<file path="config.mk">
export PLATFORM = sky130hd
export DESIGN_NAME = c_subset_lexer_top_flat
export DESIGN_NICKNAME = d
export VERILOG_FILES = /design/src/sv/csl_pkg.sv /design/src/sv/csl_if.sv /design/src/sv/c_subset_lexer_top.sv /design/src/sv/csl_ram.sv /design/src/sv/csl_ctrl.sv /design/src/sv/csl_dp.sv /design/src/flat_wrapper.sv
export SDC_FILE = /design/constraint.sdc
export NUM_CORES = 1
export LEC_CHECK = 0
export ABC_AREA = 0
export BUFFER_PORTS_ARGS = -buffer_cell sky130_fd_sc_hd__buf_2
export CAP_MARGIN = 10
export CORE_ASPECT_RATIO = 1.1
export CORE_MARGIN = 4
export CORE_UTILIZATION = 63
export DETAILED_ROUTE_END_ITERATION = 16
export MAX_ROUTING_LAYER = met4
export PLACE_DENSITY = 0.81
export SLEW_MARGIN = 20
export SYNTH_ARGS = -nofsm -noshare
export SYNTH_HDL_FRONTEND = slang
export SYNTH_SLANG_ARGS = --single-unit
</file>
<file path="constraint.sdc">
create_clock -name clk -period 7.65 [get_ports clk]
set_clock_uncertainty 0.2 [all_clocks]
set_input_delay 0.765 -clock clk [delete_from_list [all_inputs] [get_ports clk]]
set_output_delay 0.765 -clock clk [all_outputs]
set_load 0.005 [all_outputs]
</file>
<file path="src/sv/csl_pkg.sv">
`default_nettype none
package csl_pkg;

  // lexer modes
  typedef enum logic [2:0] {
    M_IDLE, M_IDENT, M_NUMBER, M_LINE, M_BOPEN, M_BLOCK, M_SKIP
  } mode_t;

  // controller states
  typedef enum logic [2:0] {
    ST_IDLE, ST_NEXT, ST_TOK, ST_DR_RD, ST_DR_OUT, ST_OPEN, ST_EOF
  } state_t;

  // result source select
  typedef enum logic [1:0] {
    SEL_TOK, SEL_BYTE, SEL_OPEN, SEL_EOF
  } sel_t;

  typedef struct packed {
    logic step;
    logic load;
    sel_t sel;
  } cmd_t;

  typedef struct packed {
    logic tok_p;
    logic drain_p;
    logic open_p;
    logic eof_p;
    logic out_free;
    logic drain_end;
  } sts_t;

  // token codes
  localparam logic [5:0] TK_EOF   = 6'd0;
  localparam logic [5:0] TK_IDENT = 6'd1;
  localparam logic [5:0] TK_INT   = 6'd2;
  localparam logic [5:0] TK_BAD   = 6'd3;
  localparam logic [5:0] TK_OPEN  = 6'd4;
  localparam logic [5:0] TK_KW0   = 6'd5;
  localparam logic [5:0] TK_TWO0  = 6'd23;
  localparam logic [5:0] TK_ONE0  = 6'd33;

  localparam int NUM_KW  = 18;
  localparam int NUM_TWO = 10;
  localparam int NUM_ONE = 16;

  localparam logic [7:0] CH_LF    = 8'h0A;
  localparam logic [7:0] CH_SLASH = "/";
  localparam logic [7:0] CH_STAR  = "*";

  localparam logic [15:0] TWO_OPS [NUM_TWO] = '{
    "==", "!=", "<=", ">=", "&&", "||", "+=", "-=", "++", "--"
  };
  localparam logic [7:0] ONE_OPS [NUM_ONE] = '{
    "(", ")", "{", "}", ";", "-", "+", "*", "/", "=", ",", "!", "<", ">", "%", ":"
  };

  // keyword text, right aligned
  function automatic logic [63:0] kw_word(input logic [4:0] k);
    logic [63:0] w;
    unique case (k)
      5'd0:  w = 64'("int");
      5'd1:  w = 64'("char");
      5'd2:  w = 64'("short");
      5'd3:  w = 64'("long");
      5'd4:  w = 64'("return");
      5'd5:  w = 64'("if");
      5'd6:  w = 64'("else");
      5'd7:  w = 64'("while");
      5'd8:  w = 64'("for");
      5'd9:  w = 64'("break");
      5'd10: w = 64'("continue");
      5'd11: w = 64'("do");
      5'd12: w = 64'("goto");
      5'd13: w = 64'("switch");
      5'd14: w = 64'("case");
      5'd15: w = 64'("default");
      5'd16: w = 64'("_assert");
      5'd17: w = 64'("_print");
      default: w = '0;
    endcase
    return w;
  endfunction

  function automatic logic [3:0] kw_len(input logic [4:0] k);
    logic [3:0] n;
    unique case (k)
      5'd0, 5'd8:                         n = 4'd3;
      5'd1, 5'd3, 5'd6, 5'd12, 5'd14:     n = 4'd4;
      5'd2, 5'd7, 5'd9:                   n = 4'd5;
      5'd4, 5'd13, 5'd17:                 n = 4'd6;
      5'd5, 5'd11:                        n = 4'd2;
      5'd10:                              n = 4'd8;
      5'd15, 5'd16:                       n = 4'd7;
      default:                            n = 4'd0;
    endcase
    return n;
  endfunction

  // byte i of keyword k, valid for i below its length
  function automatic logic [7:0] kw_char(input logic [4:0] k, input logic [4:0] i);
    logic [63:0] w;
    logic [3:0]  p;
    w = kw_word(k);
    p = kw_len(k) - 4'd1 - i[3:0];
    return w[{p[2:0], 3'b000} +: 8];
  endfunction

  function automatic logic is_digit(input logic [7:0] c);
    return (c >= "0") && (c <= "9");
  endfunction

  function automatic logic is_alpha(input logic [7:0] c);
    return ((c >= "a") && (c <= "z")) || ((c >= "A") && (c <= "Z")) || (c == "_");
  endfunction

  function automatic logic is_space(input logic [7:0] c);
    return (c == " ") || ((c >= 8'd9) && (c <= 8'd13));
  endfunction

endpackage
`default_nettype wire

</file>
<file path="src/sv/csl_if.sv">
`default_nettype none
interface csl_in_if;
  logic       valid;
  logic       ready;
  logic [7:0] ch;
  logic       end_of_input;
  modport source (output valid, ch, end_of_input, input ready);
  modport sink   (input valid, ch, end_of_input, output ready);
endinterface

interface csl_out_if;
  logic        valid;
  logic        ready;
  logic [5:0]  token_code;
  logic [15:0] start_line;
  logic [15:0] start_col;
  logic [4:0]  length;
  logic [31:0] lit_value;
  logic [7:0]  text_byte;
  logic        text_last;
  logic        truncated;
  logic        last;
  modport source (output valid, token_code, start_line, start_col, length, lit_value,
                  text_byte, text_last, truncated, last, input ready);
  modport sink   (input valid, token_code, start_line, start_col, length, lit_value,
                  text_byte, text_last, truncated, last, output ready);
endinterface
`default_nettype wire

</file>
<file path="src/sv/c_subset_lexer_top.sv">
`default_nettype none
// C subset lexer: one source byte per transfer, one byte of lookahead held.
// A result passes through ST_NEXT and ST_TOK, ST_OPEN or ST_EOF into the output register; identifier
// bytes pass through ST_DR_RD and ST_DR_OUT, as they come from the store through its registered
// read port. The input is ready again only once every result of a transfer has been loaded, so
// a stalling receiver holds the input back.
// Synchronous active-low reset clears all control state; the store needs no clearing pass.
module c_subset_lexer_top #(
  parameter int IDENT_MAX = 31,
  parameter int POS_BITS  = 16
) (
  input wire logic clk,
  input wire logic rst_n,
  csl_in_if.sink   in_s,
  csl_out_if.source out_m
);
  csl_pkg::cmd_t cmd;
  csl_pkg::sts_t sts;

  // sequencing
  csl_ctrl u_ctrl (
    .clk      (clk),
    .rst_n    (rst_n),
    .in_valid (in_s.valid),
    .in_ready (in_s.ready),
    .sts      (sts),
    .cmd      (cmd)
  );

  // lexing datapath and result register
  csl_dp #(.IDENT_MAX(IDENT_MAX), .POS_BITS(POS_BITS)) u_dp (
    .clk       (clk),
    .rst_n     (rst_n),
    .cmd       (cmd),
    .sts       (sts),
    .in_ch     (in_s.ch),
    .in_eoi    (in_s.end_of_input),
    .out_ready (out_m.ready),
    .out_valid (out_m.valid),
    .out_code  (out_m.token_code),
    .out_line  (out_m.start_line),
    .out_col   (out_m.start_col),
    .out_len   (out_m.length),
    .out_val   (out_m.lit_value),
    .out_byte  (out_m.text_byte),
    .out_tlast (out_m.text_last),
    .out_trunc (out_m.truncated),
    .out_last  (out_m.last)
  );
endmodule
`default_nettype wire

</file>
<file path="src/sv/csl_ram.sv">
`default_nettype none
module csl_ram #(
  parameter int WIDTH = 8,
  parameter int DEPTH = 31
) (
  input  wire logic                     clk,
  input  wire logic                     we,
  input  wire logic [$clog2(DEPTH)-1:0] waddr,
  input  wire logic [WIDTH-1:0]         wdata,
  input  wire logic [$clog2(DEPTH)-1:0] raddr,
  output logic      [WIDTH-1:0]         rdata
);
  logic [WIDTH-1:0] mem [DEPTH];

  // one write port, registered read
  always_ff @(posedge clk) begin
    if (we) begin
      mem[waddr] <= wdata;
    end
    rdata <= mem[raddr];
  end
endmodule
`default_nettype wire

</file>
<file path="src/sv/csl_ctrl.sv">
`default_nettype none
module csl_ctrl (
  input  wire logic          clk,
  input  wire logic          rst_n,
  input  wire logic          in_valid,
  output logic               in_ready,
  input  wire csl_pkg::sts_t sts,
  output csl_pkg::cmd_t      cmd
);
  csl_pkg::state_t state_r, state_nxt;

  // state register
  always_ff @(posedge clk) begin
    if (!rst_n) begin
      state_r <= csl_pkg::ST_IDLE;
    end else begin
      state_r <= state_nxt;
    end
  end

  // next state and commands
  always_comb begin
    state_nxt = state_r;
    in_ready  = 1'b0;
    cmd.step  = 1'b0;
    cmd.load  = 1'b0;
    cmd.sel   = csl_pkg::SEL_TOK;
    unique case (state_r)
      csl_pkg::ST_IDLE: begin
        in_ready = 1'b1;
        if (in_valid) begin
          cmd.step  = 1'b1;
          state_nxt = csl_pkg::ST_NEXT;
        end
      end
      csl_pkg::ST_NEXT: begin
        priority if (sts.tok_p)   state_nxt = csl_pkg::ST_TOK;
        else if (sts.drain_p)     state_nxt = csl_pkg::ST_DR_RD;
        else if (sts.open_p)      state_nxt = csl_pkg::ST_OPEN;
        else if (sts.eof_p)       state_nxt = csl_pkg::ST_EOF;
        else                      state_nxt = csl_pkg::ST_IDLE;
      end
      csl_pkg::ST_TOK: begin
        cmd.sel = csl_pkg::SEL_TOK;
        if (sts.out_free) begin
          cmd.load  = 1'b1;
          state_nxt = csl_pkg::ST_NEXT;
        end
      end
      csl_pkg::ST_DR_RD: begin
        state_nxt = csl_pkg::ST_DR_OUT;
      end
      csl_pkg::ST_DR_OUT: begin
        cmd.sel = csl_pkg::SEL_BYTE;
        if (sts.out_free) begin
          cmd.load  = 1'b1;
          state_nxt = sts.drain_end ? csl_pkg::ST_NEXT : csl_pkg::ST_DR_RD;
        end
      end
      csl_pkg::ST_OPEN: begin
        cmd.sel = csl_pkg::SEL_OPEN;
        if (sts.out_free) begin
          cmd.load  = 1'b1;
          state_nxt = csl_pkg::ST_NEXT;
        end
      end
      csl_pkg::ST_EOF: begin
        cmd.sel = csl_pkg::SEL_EOF;
        if (sts.out_free) begin
          cmd.load  = 1'b1;
          state_nxt = csl_pkg::ST_NEXT;
        end
      end
      default: state_nxt = csl_pkg::ST_IDLE;
    endcase
  end
endmodule
`default_nettype wire

</file>
<file path="src/sv/csl_dp.sv">
`default_nettype none
module csl_dp #(
  parameter int IDENT_MAX = 31,
  parameter int POS_BITS  = 16
) (
  input  wire logic          clk,
  input  wire logic          rst_n,
  input  wire csl_pkg::cmd_t cmd,
  output csl_pkg::sts_t      sts,
  input  wire logic [7:0]    in_ch,
  input  wire logic          in_eoi,
  input  wire logic          out_ready,
  output logic               out_valid,
  output logic [5:0]         out_code,
  output logic [15:0]        out_line,
  output logic [15:0]        out_col,
  output logic [4:0]         out_len,
  output logic [31:0]        out_val,
  output logic [7:0]         out_byte,
  output logic               out_tlast,
  output logic               out_trunc,
  output logic               out_last
);
  localparam int AW = $clog2(IDENT_MAX);
  localparam int NKW = csl_pkg::NUM_KW;
  localparam logic [POS_BITS-1:0] POS_ONE = {{(POS_BITS-1){1'b0}}, 1'b1};
  localparam logic [4:0] IMAX = 5'(IDENT_MAX);

  function automatic logic [POS_BITS-1:0] sat_inc(input logic [POS_BITS-1:0] v);
    return (&v) ? v : v + POS_ONE;
  endfunction

  // lexer state
  csl_pkg::mode_t      mode_r, mode_nxt;
  logic [7:0]          held_r, held_nxt;
  logic                held_v_r, held_v_nxt;
  logic [4:0]          cnt_r, cnt_nxt;
  logic                ovf_r, ovf_nxt;
  logic [31:0]         acc_r, acc_nxt;
  logic [NKW-1:0]      kw_r, kw_nxt;
  logic [POS_BITS-1:0] tline_r, tline_nxt, tcol_r, tcol_nxt;
  logic [POS_BITS-1:0] cline_r, cline_nxt, ccol_r, ccol_nxt;

  // pending results of the last transfer
  logic                ptok_r, pdrain_r, popen_r, peof_r;
  logic                e_tok, e_drain, e_open;
  logic [5:0]          pcode_r, e_code;
  logic [4:0]          plen_r, e_len;
  logic [31:0]         pval_r, e_val;
  logic                dtrunc_r, e_trunc;
  logic [POS_BITS-1:0] pline_r, pcol_r, eline_r, ecol_r;
  logic [4:0]          idx_r;

  // step working values
  logic [7:0]  c, n;
  logic        hasn, do_start, add_id, add_num, kw_hit;
  logic [4:0]  base_cnt, kw_idx;
  logic        base_ovf;
  logic [31:0] base_acc;
  logic [NKW-1:0] base_kw;

  // identifier store
  logic          ram_we;
  logic [AW-1:0] ram_waddr;
  logic [7:0]    ram_q;

  logic out_free;
  logic [31:0] wline, wcol;

  csl_ram #(.WIDTH(8), .DEPTH(IDENT_MAX)) u_store (
    .clk   (clk),
    .we    (ram_we),
    .waddr (ram_waddr),
    .wdata (held_r),
    .raddr (idx_r[AW-1:0]),
    .rdata (ram_q)
  );

  // lex the held byte with the incoming byte as lookahead
  always_comb begin
    c = held_r;
    n = in_ch;
    hasn = !in_eoi;
    mode_nxt = mode_r;  held_nxt = held_r;  held_v_nxt = held_v_r;
    cnt_nxt = cnt_r;  ovf_nxt = ovf_r;  acc_nxt = acc_r;  kw_nxt = kw_r;
    tline_nxt = tline_r;  tcol_nxt = tcol_r;
    cline_nxt = cline_r;  ccol_nxt = ccol_r;
    e_tok = 1'b0;  e_drain = 1'b0;  e_open = 1'b0;
    e_code = csl_pkg::TK_EOF;  e_len = '0;  e_val = '0;  e_trunc = 1'b0;
    do_start = 1'b0;  add_id = 1'b0;  add_num = 1'b0;
    base_cnt = cnt_r;  base_ovf = ovf_r;  base_acc = acc_r;  base_kw = kw_r;
    kw_hit = 1'b0;  kw_idx = '0;
    ram_we = 1'b0;  ram_waddr = cnt_r[AW-1:0];

    if (held_v_r) begin
      unique case (mode_r)
        csl_pkg::M_SKIP:   mode_nxt = csl_pkg::M_IDLE;
        csl_pkg::M_BOPEN:  mode_nxt = csl_pkg::M_BLOCK;
        csl_pkg::M_BLOCK: begin
          if (c == csl_pkg::CH_STAR && hasn && n == csl_pkg::CH_SLASH)
            mode_nxt = csl_pkg::M_SKIP;
        end
        csl_pkg::M_LINE: begin
          if (c == csl_pkg::CH_LF) mode_nxt = csl_pkg::M_IDLE;
        end
        csl_pkg::M_IDENT:  add_id = 1'b1;
        csl_pkg::M_NUMBER: add_num = 1'b1;
        default:           do_start = 1'b1;
      endcase

      // token start
      if (do_start) begin
        mode_nxt  = csl_pkg::M_IDLE;
        tline_nxt = cline_r;
        tcol_nxt  = ccol_r;
        priority if (c == csl_pkg::CH_SLASH && hasn && n == csl_pkg::CH_SLASH) begin
          mode_nxt = csl_pkg::M_LINE;
        end else if (c == csl_pkg::CH_SLASH && hasn && n == csl_pkg::CH_STAR) begin
          mode_nxt = csl_pkg::M_BOPEN;
        end else if (csl_pkg::is_space(c)) begin
          mode_nxt = csl_pkg::M_IDLE;
        end else if (csl_pkg::is_alpha(c)) begin
          base_cnt = '0;  base_ovf = 1'b0;  base_kw = '1;
          mode_nxt = csl_pkg::M_IDENT;
          add_id = 1'b1;
        end else if (csl_pkg::is_digit(c)) begin
          base_cnt = '0;  base_acc = '0;
          mode_nxt = csl_pkg::M_NUMBER;
          add_num = 1'b1;
        end else begin
          e_tok  = 1'b1;
          e_code = csl_pkg::TK_BAD;
          for (int k = csl_pkg::NUM_ONE - 1; k >= 0; k--) begin
            if (csl_pkg::ONE_OPS[k] == c) e_code = csl_pkg::TK_ONE0 + 6'(k);
          end
          if (hasn) begin
            for (int k = csl_pkg::NUM_TWO - 1; k >= 0; k--) begin
              if (csl_pkg::TWO_OPS[k] == {c, n}) begin
                e_code   = csl_pkg::TK_TWO0 + 6'(k);
                mode_nxt = csl_pkg::M_SKIP;
              end
            end
          end
        end
      end

      // identifier byte
      if (add_id) begin
        cnt_nxt = base_cnt;  ovf_nxt = base_ovf;  kw_nxt = base_kw;
        if (base_cnt < IMAX) begin
          ram_we    = 1'b1;
          ram_waddr = base_cnt[AW-1:0];
          cnt_nxt   = base_cnt + 5'd1;
          for (int k = 0; k < NKW; k++) begin
            kw_nxt[k] = base_kw[k] && (base_cnt < 5'(csl_pkg::kw_len(5'(k)))) &&
                        (csl_pkg::kw_char(5'(k), base_cnt) == c);
          end
        end else begin
          ovf_nxt = 1'b1;
        end
        if (!(hasn && (csl_pkg::is_alpha(n) || csl_pkg::is_digit(n)))) begin
          for (int k = 0; k < NKW; k++) begin
            if (kw_nxt[k] && cnt_nxt == 5'(csl_pkg::kw_len(5'(k)))) begin
              kw_hit = 1'b1;
              kw_idx = 5'(k);
            end
          end
          if (kw_hit && !ovf_nxt) begin
            e_tok  = 1'b1;
            e_code = csl_pkg::TK_KW0 + {1'b0, kw_idx};
          end else begin
            e_drain = 1'b1;
            e_len   = cnt_nxt;
            e_trunc = ovf_nxt;
            ovf_nxt = 1'b0;
          end
          cnt_nxt  = '0;
          mode_nxt = csl_pkg::M_IDLE;
        end
      end

      // literal digit
      if (add_num) begin
        acc_nxt = (base_acc << 3) + (base_acc << 1) + {24'd0, c - "0"};
        cnt_nxt = (base_cnt != 5'd31) ? base_cnt + 5'd1 : base_cnt;
        if (!(hasn && csl_pkg::is_digit(n))) begin
          e_tok    = 1'b1;
          e_code   = csl_pkg::TK_INT;
          e_len    = cnt_nxt;
          e_val    = acc_nxt;
          cnt_nxt  = '0;
          acc_nxt  = '0;
          mode_nxt = csl_pkg::M_IDLE;
        end
      end

      // position of the next byte
      if (c == csl_pkg::CH_LF) begin
        cline_nxt = sat_inc(cline_r);
        ccol_nxt  = POS_ONE;
      end else begin
        ccol_nxt = sat_inc(ccol_r);
      end
    end

    e_open = in_eoi && (mode_nxt == csl_pkg::M_BOPEN || mode_nxt == csl_pkg::M_BLOCK);
    if (!in_eoi) begin
      held_nxt   = in_ch;
      held_v_nxt = 1'b1;
    end
    ram_we = ram_we && cmd.step;
  end

  // lexer state update
  always_ff @(posedge clk) begin
    if (!rst_n) begin
      mode_r <= csl_pkg::M_IDLE;  held_r <= '0;  held_v_r <= 1'b0;
      cnt_r <= '0;  ovf_r <= 1'b0;  acc_r <= '0;  kw_r <= '0;
      tline_r <= POS_ONE;  tcol_r <= POS_ONE;
      cline_r <= POS_ONE;  ccol_r <= POS_ONE;
    end else if (cmd.step) begin
      kw_r <= kw_nxt;
      if (in_eoi) begin
        mode_r <= csl_pkg::M_IDLE;  held_r <= '0;  held_v_r <= 1'b0;
        cnt_r <= '0;  ovf_r <= 1'b0;  acc_r <= '0;
        tline_r <= POS_ONE;  tcol_r <= POS_ONE;
        cline_r <= POS_ONE;  ccol_r <= POS_ONE;
      end else begin
        mode_r <= mode_nxt;  held_r <= held_nxt;  held_v_r <= held_v_nxt;
        cnt_r <= cnt_nxt;  ovf_r <= ovf_nxt;  acc_r <= acc_nxt;
        tline_r <= tline_nxt;  tcol_r <= tcol_nxt;
        cline_r <= cline_nxt;  ccol_r <= ccol_nxt;
      end
    end
  end

  // pending flags
  always_ff @(posedge clk) begin
    if (!rst_n) begin
      ptok_r <= 1'b0;  pdrain_r <= 1'b0;  popen_r <= 1'b0;  peof_r <= 1'b0;
      idx_r <= '0;
    end else if (cmd.step) begin
      ptok_r <= e_tok;  pdrain_r <= e_drain;  popen_r <= e_open;  peof_r <= in_eoi;
      idx_r <= '0;
    end else if (cmd.load) begin
      unique case (cmd.sel)
        csl_pkg::SEL_TOK:  ptok_r <= 1'b0;
        csl_pkg::SEL_BYTE: begin
          idx_r <= idx_r + 5'd1;
          if (sts.drain_end) pdrain_r <= 1'b0;
        end
        csl_pkg::SEL_OPEN: popen_r <= 1'b0;
        csl_pkg::SEL_EOF:  peof_r <= 1'b0;
        default: ;
      endcase
    end
  end

  // pending payload
  always_ff @(posedge clk) begin
    if (cmd.step) begin
      pcode_r  <= e_code;  plen_r <= e_len;  pval_r <= e_val;  dtrunc_r <= e_trunc;
      pline_r  <= tline_nxt;  pcol_r <= tcol_nxt;
      eline_r  <= cline_nxt;  ecol_r <= ccol_nxt;
    end
  end

  assign out_free = !out_valid || out_ready;

  always_comb begin
    sts.tok_p     = ptok_r;
    sts.drain_p   = pdrain_r;
    sts.open_p    = popen_r;
    sts.eof_p     = peof_r;
    sts.out_free  = out_free;
    sts.drain_end = (idx_r + 5'd1) == plen_r;
  end

  // output register
  always_ff @(posedge clk) begin
    if (!rst_n) begin
      out_valid <= 1'b0;
    end else if (cmd.load) begin
      out_valid <= 1'b1;
    end else if (out_ready) begin
      out_valid <= 1'b0;
    end
  end

  assign wline = 32'(pline_r);
  assign wcol  = 32'(pcol_r);

  always_ff @(posedge clk) begin
    if (cmd.load) begin
      out_line  <= wline[15:0];
      out_col   <= wcol[15:0];
      out_len   <= '0;
      out_val   <= '0;
      out_byte  <= '0;
      out_tlast <= 1'b1;
      out_trunc <= 1'b0;
      unique case (cmd.sel)
        csl_pkg::SEL_TOK: begin
          out_code <= pcode_r;
          out_len  <= plen_r;
          out_val  <= pval_r;
          out_last <= !popen_r && !peof_r;
        end
        csl_pkg::SEL_BYTE: begin
          out_code  <= csl_pkg::TK_IDENT;
          out_len   <= plen_r;
          out_byte  <= ram_q;
          out_tlast <= sts.drain_end;
          out_trunc <= dtrunc_r;
          out_last  <= sts.drain_end && !popen_r && !peof_r;
        end
        csl_pkg::SEL_OPEN: begin
          out_code <= csl_pkg::TK_OPEN;
          out_last <= !peof_r;
        end
        csl_pkg::SEL_EOF: begin
          out_code <= csl_pkg::TK_EOF;
          out_line <= 16'(32'(eline_r));
          out_col  <= 16'(32'(ecol_r));
          out_last <= 1'b1;
        end
        default: out_code <= csl_pkg::TK_EOF;
      endcase
    end
  end
endmodule
`default_nettype wire

</file>
<file path="src/flat_wrapper.sv">
// flat-port wrapper written by rule: the top's interface ports become plain ports
module c_subset_lexer_top_flat 
#(
  parameter int IDENT_MAX = 31,
  parameter int POS_BITS  = 16
)
  (clk, rst_n, in_s_valid, in_s_ch, in_s_end_of_input, in_s_ready, out_m_valid, out_m_token_code, out_m_start_line, out_m_start_col, out_m_length, out_m_lit_value, out_m_text_byte, out_m_text_last, out_m_truncated, out_m_last, out_m_ready);
  csl_in_if in_s_i ();
  csl_out_if out_m_i ();
  input wire logic clk;
  input wire logic rst_n;
  input wire logic [$bits(in_s_i.valid)-1:0] in_s_valid;
  input wire logic [$bits(in_s_i.ch)-1:0] in_s_ch;
  input wire logic [$bits(in_s_i.end_of_input)-1:0] in_s_end_of_input;
  output wire logic [$bits(in_s_i.ready)-1:0] in_s_ready;
  output wire logic [$bits(out_m_i.valid)-1:0] out_m_valid;
  output wire logic [$bits(out_m_i.token_code)-1:0] out_m_token_code;
  output wire logic [$bits(out_m_i.start_line)-1:0] out_m_start_line;
  output wire logic [$bits(out_m_i.start_col)-1:0] out_m_start_col;
  output wire logic [$bits(out_m_i.length)-1:0] out_m_length;
  output wire logic [$bits(out_m_i.lit_value)-1:0] out_m_lit_value;
  output wire logic [$bits(out_m_i.text_byte)-1:0] out_m_text_byte;
  output wire logic [$bits(out_m_i.text_last)-1:0] out_m_text_last;
  output wire logic [$bits(out_m_i.truncated)-1:0] out_m_truncated;
  output wire logic [$bits(out_m_i.last)-1:0] out_m_last;
  input wire logic [$bits(out_m_i.ready)-1:0] out_m_ready;
  assign in_s_i.valid = in_s_valid;
  assign in_s_i.ch = in_s_ch;
  assign in_s_i.end_of_input = in_s_end_of_input;
  assign in_s_ready = in_s_i.ready;
  assign out_m_valid = out_m_i.valid;
  assign out_m_token_code = out_m_i.token_code;
  assign out_m_start_line = out_m_i.start_line;
  assign out_m_start_col = out_m_i.start_col;
  assign out_m_length = out_m_i.length;
  assign out_m_lit_value = out_m_i.lit_value;
  assign out_m_text_byte = out_m_i.text_byte;
  assign out_m_text_last = out_m_i.text_last;
  assign out_m_truncated = out_m_i.truncated;
  assign out_m_last = out_m_i.last;
  assign out_m_i.ready = out_m_ready;
  c_subset_lexer_top #(.IDENT_MAX(IDENT_MAX), .POS_BITS(POS_BITS)) u_core (.clk(clk), .rst_n(rst_n), .in_s(in_s_i), .out_m(out_m_i));
endmodule
</file>
Word level (Yosys, flattened, before mapping)
Memory sizes are Yosys's and may differ from the RTL's. A register that Yosys moved wholly into a read port is not among the register bits. Index checks and enable logic that the tools add are counted.

Register bits after elaboration: 338. Latch bits: 0. RAM bits: 248. Memory bits (read-only): 0. Input port bits: 13. Output and inout bits: 88. Logic and storage cells: 647. Memories: 1.

$add $sub $neg: 22. Multiply operators: 0. Div/mod/pow operators: 0. Order comparisons: 22. Eq/ne operators: 81. Shifts and indexed selects: 18. Multiplexer cells: 346. Bitwise operators: 4. Reductions and logical operators: 118.

Memories: u_core.u_dp.u_store.mem (words 31, bits a word 8, read ports 1, clocked after memory_dff 1, write ports 1, line csl_ram.sv:13) `logic [WIDTH-1:0] mem [DEPTH];`.

Operators with widths (count): 2-to-1 mux 64 bit (54); variable part select 64 x 7 -> 8 bit (18); 2-to-1 mux 31 bit (11); 2-to-1 mux 16 bit (16); 2-to-1 mux 6 bit (38); 2-to-1 mux 5 bit (44); 2-to-1 mux 4 bit (42); 2-to-1 mux 18 bit (9); == test 14 x 16 -> 1 bit, first input constant (9); == test 8 bit (18); == test 6 x 8 -> 1 bit, first input constant (14); 2-to-1 mux 3 bit (32); 2-to-1 mux 1 bit (93); logical AND 1 bit (74); == test 8 x 6 -> 1 bit, second input constant (5); == test 5 x 4 -> 1 bit (7); < comparator 5 x 4 -> 1 bit (7); adder 16 x 1 -> 16 bit, second input constant (2); adder 32 bit (1); adder 32 x 8 -> 32 bit (1); >= comparator 8 x 7 -> 1 bit, second input constant (4); <= comparator 8 x 7 -> 1 bit, second input constant (4); AND reduction 16 bit (2); == test 3 bit, second input constant (8); 41 further kinds (98).

Logic depth before layout (Yosys ltp)
Gate-level depths: netlist (run 1).

Depth in word-level cells: 52. Depth in mapped cells: 30. Mapped depth without buffers: 26.

By module
From an unflattened synthesis (run 1), not the netlist that was laid out.

Cell total of the unflattened synthesis: 2629. Area total of the unflattened synthesis: 30003.8 um^2.

By module, submodules not included: csl_dp (instances 1, cells an instance 2037, area an instance 19660.1 um^2, seq. area each 8648.3 um^2); csl_ram (instances 1, cells an instance 562, area an instance 10108.4 um^2, seq. area each 7607.3 um^2); csl_ctrl (instances 1, cells an instance 30, area an instance 235.2 um^2, seq. area each 60.1 um^2).

Least setup slack after synthesis (run 1)
OpenSTA, ideal clock, no wires.

Path kind: reg-to-reg. From: register u_core.u_dp.held_r[5], in the netlist u_core.u_dp.c[5]. To: register u_core.u_dp.pcode_r[3] (data pin). Library setup time: 0.255 ns. Arrival: 6.284 ns. Required time: 7.195 ns. Setup slack: 0.911 ns. Stages on the path, launching flop included: 26. Path buffers: 3. Period minus slack after synthesis: 6.739 ns. Cell sequence: dfxtp_1 -> clkbuf_1 -> inv_1 -> ha_1 -> nor2b_1 -> o221a_1 -> or2_4 -> or3_1 -> buf_6 -> o21ai_1 -> inv_1 -> ha_1 -> clkbuf_1 -> nand3_1 -> inv_1 -> ha_1 -> nor3_1 -> and3_1 -> a21boi_0 -> o21ai_0 -> a311oi_1 -> nor2_1 -> o311a_1 -> a32oi_1 -> mux2i_1 -> nand2_1.

Cells in the longest elaborated chain, start to end: 45. Elaborated cells on any way between the ends: 280. Those cells by class: add/sub: 9; order compare: 16; eq/ne: 53; shift: 18; mux: 118; reduce/logical: 66.

RTL lines: start, declared (line csl_dp.sv:35) `logic [7:0] held_r, held_nxt;`; start signal, assigned (line csl_dp.sv:229) `mode_r <= mode_nxt; held_r <= held_nxt; held_v_r <= held_v_nxt;`; branches (longest 44 deep; another with >= comparator 8 x 7 -> 1 bit); 2-to-1 mux 6 bit * (line csl_dp.sv:183) `if (add_num) begin`; end signal, assigned (line csl_dp.sv:262) `pcode_r <= e_code; plen_r <= e_len; pval_r <= e_val; dtrunc_r <= e_trunc;`; end, declared (line csl_dp.sv:47) `logic [5:0] pcode_r, e_code;`.

Mark *: on every way between the ends. The select of a mux whose other input is x is not followed. A chain may end at the register's enable or synchronous reset.

Worst setup path after layout (run 1)
From: register u_core.u_dp.held_r[4], in the netlist u_core.u_dp.c[4]. To: register u_core.u_dp.pcode_r[2] (data pin).

The elaborated chain is that of the path after synthesis.

==> results.toml, run 1 <==
[cts]
clk_path_buf_depth = 3
cts_tree = "yes"
clkTransAtPathRegs_ps = 70
htreeDepth = 2
holdBufCountCts = 0
post_cts_buffers = 0
clock_sinks = 594
cts_resized = 0
clock_latency_ps = 630
cts-root-buf = "clkbuf_16"
cts_buffers = 56

[route]
vias = 22140
routedWlPerCell_um = 26.72
drc = 0
via_per_inst = 6.845
drt_first_pass_iters = 8
ant_nets = 0
wirelength_um = 86440
first_iter_violations = 2944

[worst_setup_path]
crit_type = "reg -> reg"
regToRegSetupSlack_ps = 490
critPathMaxStageDelay_ps = 680
reg2reg_to = "u_core.u_dp.pcode_r[2]$_SDFFCE_PN0P_"
crit_fanout = 60
path_common_cell = "ha_1"
critPathLaunch = "u_core.u_dp.c[4]$_SDFFE_PN0P_"
critPathLaunchType = "register"
critical_path_required_ps = 7800
crit_path_end_kind = "register"
rr_worst_depth = 26
reg2reg_from = "u_core.u_dp.c[4]$_SDFFE_PN0P_"
cp_slowest_cell = "ha_1"
crit_arrival_ps = 7310

[placement]
pre_cts_ws_ps = 671.4
io_buffers = 100
placed_area_um2 = 31000
gp_congestion = 0.9919
hpwl_um = 55730

[floorplanning]
start_util = 0.6391
die_x_um = 215.6
fp.dieArea_um2 = 50960
fp-row-count = 83
core_um2 = 46730
die_h_um = 236.4
ios = 101

[cells_and_area]
fin_nets = 2694
design_area_um2 = 32930
finish.utilization = 0.7046
diodes = 0
fillers = 3185
layout-drive-gt1-share = 0.1784
syn2layout_area_growth_pct = 10.24

[global_route]
grt_pass1_wl_um = 132100
grt_max_degree = 77
grt_pass1_vias = 21930
overflow = 0
grt_use_total = 0.3435
antenna_found_initial = 0

[yosys]
synth.most_common_cell = "edfxtp_1"
synth_enable_flop_cells = 442
ys_seq_elements = 594
syn-num-nets = 2627
ys_async_sr_fraction = 0
syn_area_um2 = 29870
yosysTopAreaCell = "edfxtp_1"
synthTopCellsByCount = "edfxtp_1, nor2_1, nand2_1, dfxtp_1, clkbuf_1"
ys_seq_area_frac = 0.5463
postSynthCellCount = 2525
synthTopCellsByArea = "edfxtp_1, dfxtp_1, mux4_2"
syn_avg_cell_area_um2 = 11.83
synth_top_area_frac = 0.4444
synth_warnings = 0
synthDistinctLibCells = 108
synth_top_flop_cell = "edfxtp_1"

[job]
drv_cap = 0

[sta]
finalMaxSlewViolations = 0
period_needed_ps = 7158
finalSetupTns_ps = 0
rsz0062_at_grt = "no"
setup_viol = 0
hold_viol = 0
worst_pin_slew_ps = 1038
max-slew-margin-rel = 0.3058
fmax_mhz = 139.7
fin_ws_ps = 492.2
finalCritPeriodShare = 0.9357

[hold_path]
hold_path.class = "in -> reg"
hp-start = "in_s_ch[5]"
hold_path_end = "u_core.u_dp.c[5]$_SDFFE_PN0P_"
hold_depth = 3

[pwr]
power.leakage_nw = 11.80
vdd_drop_max_mv = 0.1789
p_per_area_nw_per_um2 = 216.9

[outcome]
run_status = "finished clean"
state kept, by name, summed over array words and instances (netlist names), 6 cells and up:
signal,count
u_core.u_dp.pcode_r,6
u_core.u_dp.kw_r,18
u_core.u_dp.u_store.rdata,8
u_core.u_dp.c,8
u_core.u_dp.out_line,16
u_core.u_dp.pval_r,32
u_core.u_dp.acc_r,31
u_core.u_dp.tline_r,16
u_core.u_dp.eline_r,16
u_core.u_dp.out_col,16
u_core.u_dp.out_byte,8
u_core.u_dp.u_store.mem,248
u_core.u_dp.cline_r,16
u_core.u_dp.tcol_r,16
u_core.u_dp.pcol_r,16
u_core.u_dp.pline_r,16
u_core.u_dp.out_code,6
u_core.u_dp.ccol_r,16
u_core.u_dp.out_val,32
u_core.u_dp.ecol_r,16
power by group:
| group | total [W] | internal [W] | switching [W] |
|---|---|---|---|
| sequential | 0.00364 | 0.00358 | 0.0000618 |
| combinational | 0.000635 | 0.000197 | 0.000438 |
| clock | 0.00287 | 0.00162 | 0.00125 |
worst max-delay path, delay by kind of cell, from the launching register on:
family / cells / cell delay [ps]
multiplexers: 1 / 130
AO/OA/AOI/OAI: 11 / 2150
adder cells (fa/ha/maj): 4 / 1680
AND/OR/NAND/NOR: 6 / 1260
flip-flops: 1 / 330
buffers and inverters: 4 / 1060
metal layers:
layer  track usage  vias up  wire, um  part of all wire
met3       0.04690      277      7003             0.081
met5             -        -         0                 0
li1              -     9667         -                 -
met1        0.4299    10860     32290              0.37
met2        0.5565     1342     42130              0.49
met4        0.1665        0      5021             0.058
cells by family after synthesis:
logic type,after synthesis,share of synthesized area
AND/OR/NAND/NOR,804,0.1363
flip-flops,594,0.5463
AO/OA/AOI/OAI,558,0.1313
buffers and inverters,214,0.02924
multiplexers,162,0.08752
XOR/XNOR,104,0.03050
adder cells (fa/ha/maj),89,0.03879
worst max path at each step:
stage	endpoint	cells after the start	slack [ps]
after floorplan	u_core.u_dp.pcode_r[3]$_SDFFCE_PN0P_	25	910
after global placement	u_core.u_dp.pcode_r[2]$_SDFFCE_PN0P_	25	790
after detailed placement	u_core.u_dp.pcode_r[2]$_SDFFCE_PN0P_	25	670
after CTS	u_core.u_dp.pcode_r[2]$_SDFFCE_PN0P_	26	690
after global routing	u_core.u_dp.pcode_r[2]$_SDFFCE_PN0P_	26	60
final	u_core.u_dp.pcode_r[2]$_SDFFCE_PN0P_	26	490
layout by cell type, fill, tap and decap left out, drive strengths merged, types with 56 or more instances in the layout:
master  count
edfxtp    442
nor2      212
nand2     175
buf       167
dfxtp     152
o21ai     129
a21oi     116
nor2b      86
ha         83
mux2       73
mux4       72
clkbuf     71
nand3      67
and2       62
inv        57
xnor2      56
cell type report:
| cell class | instances | area (um^2) | area share |
|---|---|---|---|
| Tap cell | 595 | 744.5 | 0.02261 |
| Clock buffer | 71 | 1519 | 0.04613 |
| Inverter | 56 | 215.2 | 0.006536 |
| Timing Repair Buffer | 167 | 1023 | 0.03108 |
| Clock inverter | 35 | 371.6 | 0.01129 |
| Sequential cell | 594 | 16330 | 0.4960 |
| Multi-Input combinational cell | 1717 | 12720 | 0.3864 |
per-stage QoR:
step / std cells / power [W] / hold WS (ps)
after detailed placement: 3128 / 0.004319 / 251.2
after floorplan: 2525 / 0.004091 / 230.7
after global placement: 3128 / 0.004306 / 238.4
after CTS: 3234 / 0.007140 / 176.1
after global routing: 3235 / 0.007343 / 203.0
final: 3235 / 0.007140 / 207.5
No activity file was read; power rests on OpenSTA's default activity.
==> run 2: changes to the inputs <==
--- a/config.mk
+++ b/config.mk
@@ -10,10 +10,9 @@
 export CAP_MARGIN = 10
 export CORE_ASPECT_RATIO = 1.1
 export CORE_MARGIN = 4
-export CORE_UTILIZATION = 63
+export CORE_UTILIZATION = 32
 export DETAILED_ROUTE_END_ITERATION = 16
 export MAX_ROUTING_LAYER = met4
-export PLACE_DENSITY = 0.81
 export SLEW_MARGIN = 20
 export SYNTH_ARGS = -nofsm -noshare
 export SYNTH_HDL_FRONTEND = slang
==> results.toml, run 2 (synthesis gave the netlist of run 1 again) <==
[outcome]
run_status = "finished clean"

[pwr]
comb_power_share = 0.087
power.leakage_nw = 11.75
p_per_area_nw_per_um2 = 213.2
intPower_w = 0.005430
clkPwrFrac = 0.406
swShare = 0.2446
vdd_drop_max_mv = 0.1876
p_switching_w = 0.001758
p_seq_frac = 0.507

[global_route]
antenna_found_initial = 0
grt_max_degree = 74
grt_pass1_vias = 20150
grt_use_total = 0.1657
overflow = 0
grt_pass1_wl_um = 124500

[route]
first_iter_violations = 2036
top_layer_used = "met4"
ant_nets = 0
vias = 20720
met2RoutedLength_um = 38570
wl_met3_um = 4651
via_per_inst = 5.338
routedWlPerCell_um = 20.95
drc = 0
wl_met1_um = 35770
drt_first_pass_iters = 6
wirelength_um = 81300

[worst_setup_path]
crit_chain = "and2_1 -> nand3_1 -> nor4_4 -> nor3_2 -> nand2_1 -> and2_1 -> inv_1 -> fa_1 -> inv_1 -> ha_1 -> a21o_1 -> a21oi_1 -> o21ai_0 -> a211oi_1 -> o21ai_0 -> a31o_2 -> a211oi_1 -> or2_2 -> o21ai_0 -> xnor2_1 -> o31a_1 -> nor2b_1"
critical_path_required_ps = 8030
cp_slowest_cell = "dfxtp_2"
crit_type = "reg -> reg"
critPathMaxStageDelay_ps = 970
rr_worst_depth = 22
critPathLaunchType = "register"
critPathLaunch = "u_core.u_dp.c[0]$_SDFFE_PN0P_"
crit_arrival_ps = 7090
reg2reg_from = "u_core.u_dp.c[0]$_SDFFE_PN0P_"
path_common_cell = "o21ai_0"
crit_fanout = 46
crit_path_end_kind = "register"

[sta]
fin_ws_ps = 942.0
worst_pin_slew_ps = 1116
finalSetupTns_ps = 0
setup_viol = 0
finalMaxSlewViolations = 0
hold_viol = 0
finalCritPeriodShare = 0.8769
period_needed_ps = 6708
max-slew-margin-rel = 0.2549
fmax_mhz = 149.1
rsz0062_at_grt = "no"

[cts]
cts_resized = 0
clock_sinks = 594
cts_tree = "yes"
post_cts_buffers = 0
cts-root-buf = "clkbuf_16"
htreeDepth = 2
cts_buffers = 59
clk_path_buf_depth = 3
clock_latency_ps = 630
holdBufCountCts = 0
clkTransAtPathRegs_ps = 60

[placement]
hpwl_um = 55990
pre_cts_ws_ps = 823.6
gp_congestion = 0.9883
io_buffers = 100

[cells_and_area]
top_register = "u_core.u_dp.u_store.mem"
mostFrequentLayoutCells = "edfxtp_1, nor2_1, nand2_1"
layout-drive-gt1-share = 0.1755
diodes = 0
fin_nets = 2683
finish.utilization = 0.3644
layout_commonest_cell = "edfxtp_1"
largest_reg_flops = 248
top_regs = "u_core.u_dp.u_store.mem: 248 flops, u_core.u_dp.out_val: 32 flops, u_core.u_dp.pval_r: 32 flops"
syn2layout_area_growth_pct = 12.87

[floorplanning]
core_um2 = 92520
die_h_um = 328.4
start_util = 0.3228
die_x_um = 299.3
fp.dieArea_um2 = 98290
ios = 101
fp-row-count = 117

[hold_path]
hold_depth = 2
hp-start = "in_s_ch[7]"
hold_path.class = "in -> reg"

[job]
drv_cap = 0
-- run 2: stage by stage --
step	std cells	instance area (um^2)	hold slack (ps)	power, W
final	3881	33710	227.5	0.007188
after global routing	3881	33710	220.7	0.007449
after CTS	3881	33710	195.1	0.007253
after detailed placement	3769	31730	248.0	0.004335
after global placement	3769	31730	238.6	0.004334
after floorplan	2525	29870	230.7	0.004091
-- run 2: critical path, delay by kind of cell (launching register included) --
family,cells,cell delay (ps)
flops,1,970
buf+inv,2,130
fa+ha+maj,2,840
simple gates,8,2360
compound gates,9,2010
xor+xnor,1,150
-- run 2: final cells by class --
class,count,area (um^2)
Fill cell,9046,58810
Sequential cell,594,16330
Multi-Input combinational cell,1717,12730
Clock buffer,78,1672
Tap cell,1249,1563
Timing Repair Buffer,153,898.4
Clock inverter,34,306.5
Inverter,56,215.2
-- run 2: path summary, 6_finish.rpt --
kind | to | slack (ps)
max | u_core.u_dp.acc_r[29]$_SDFFE_PN0P_ | 940
min | u_core.u_dp.c[7]$_SDFFE_PN0P_ | 230
max reg2reg | u_core.u_dp.acc_r[29]$_SDFFE_PN0P_ | 940
min reg2reg | u_core.u_dp.tcol_r[0]$_SDFFE_PN1P_ | 260
-- run 2: power by group through the flow --
stage	clock network, W	logic [W]	registers, W
global route	0.00312	0.000678	0.00365
floorplan	0	0.000400	0.00369
detailed placement	0	0.000625	0.00371
CTS	0.00298	0.000628	0.00364
finish	0.00292	0.000627	0.00364
global placement	0	0.000624	0.00371
-- run 2: routing by layer --
layer	vias up	GRT usage
li1	9644	-
met1	10250	0.2201
met2	692	0.2672
met3	131	0.02165
met4	0	0.04842
met5	-	-
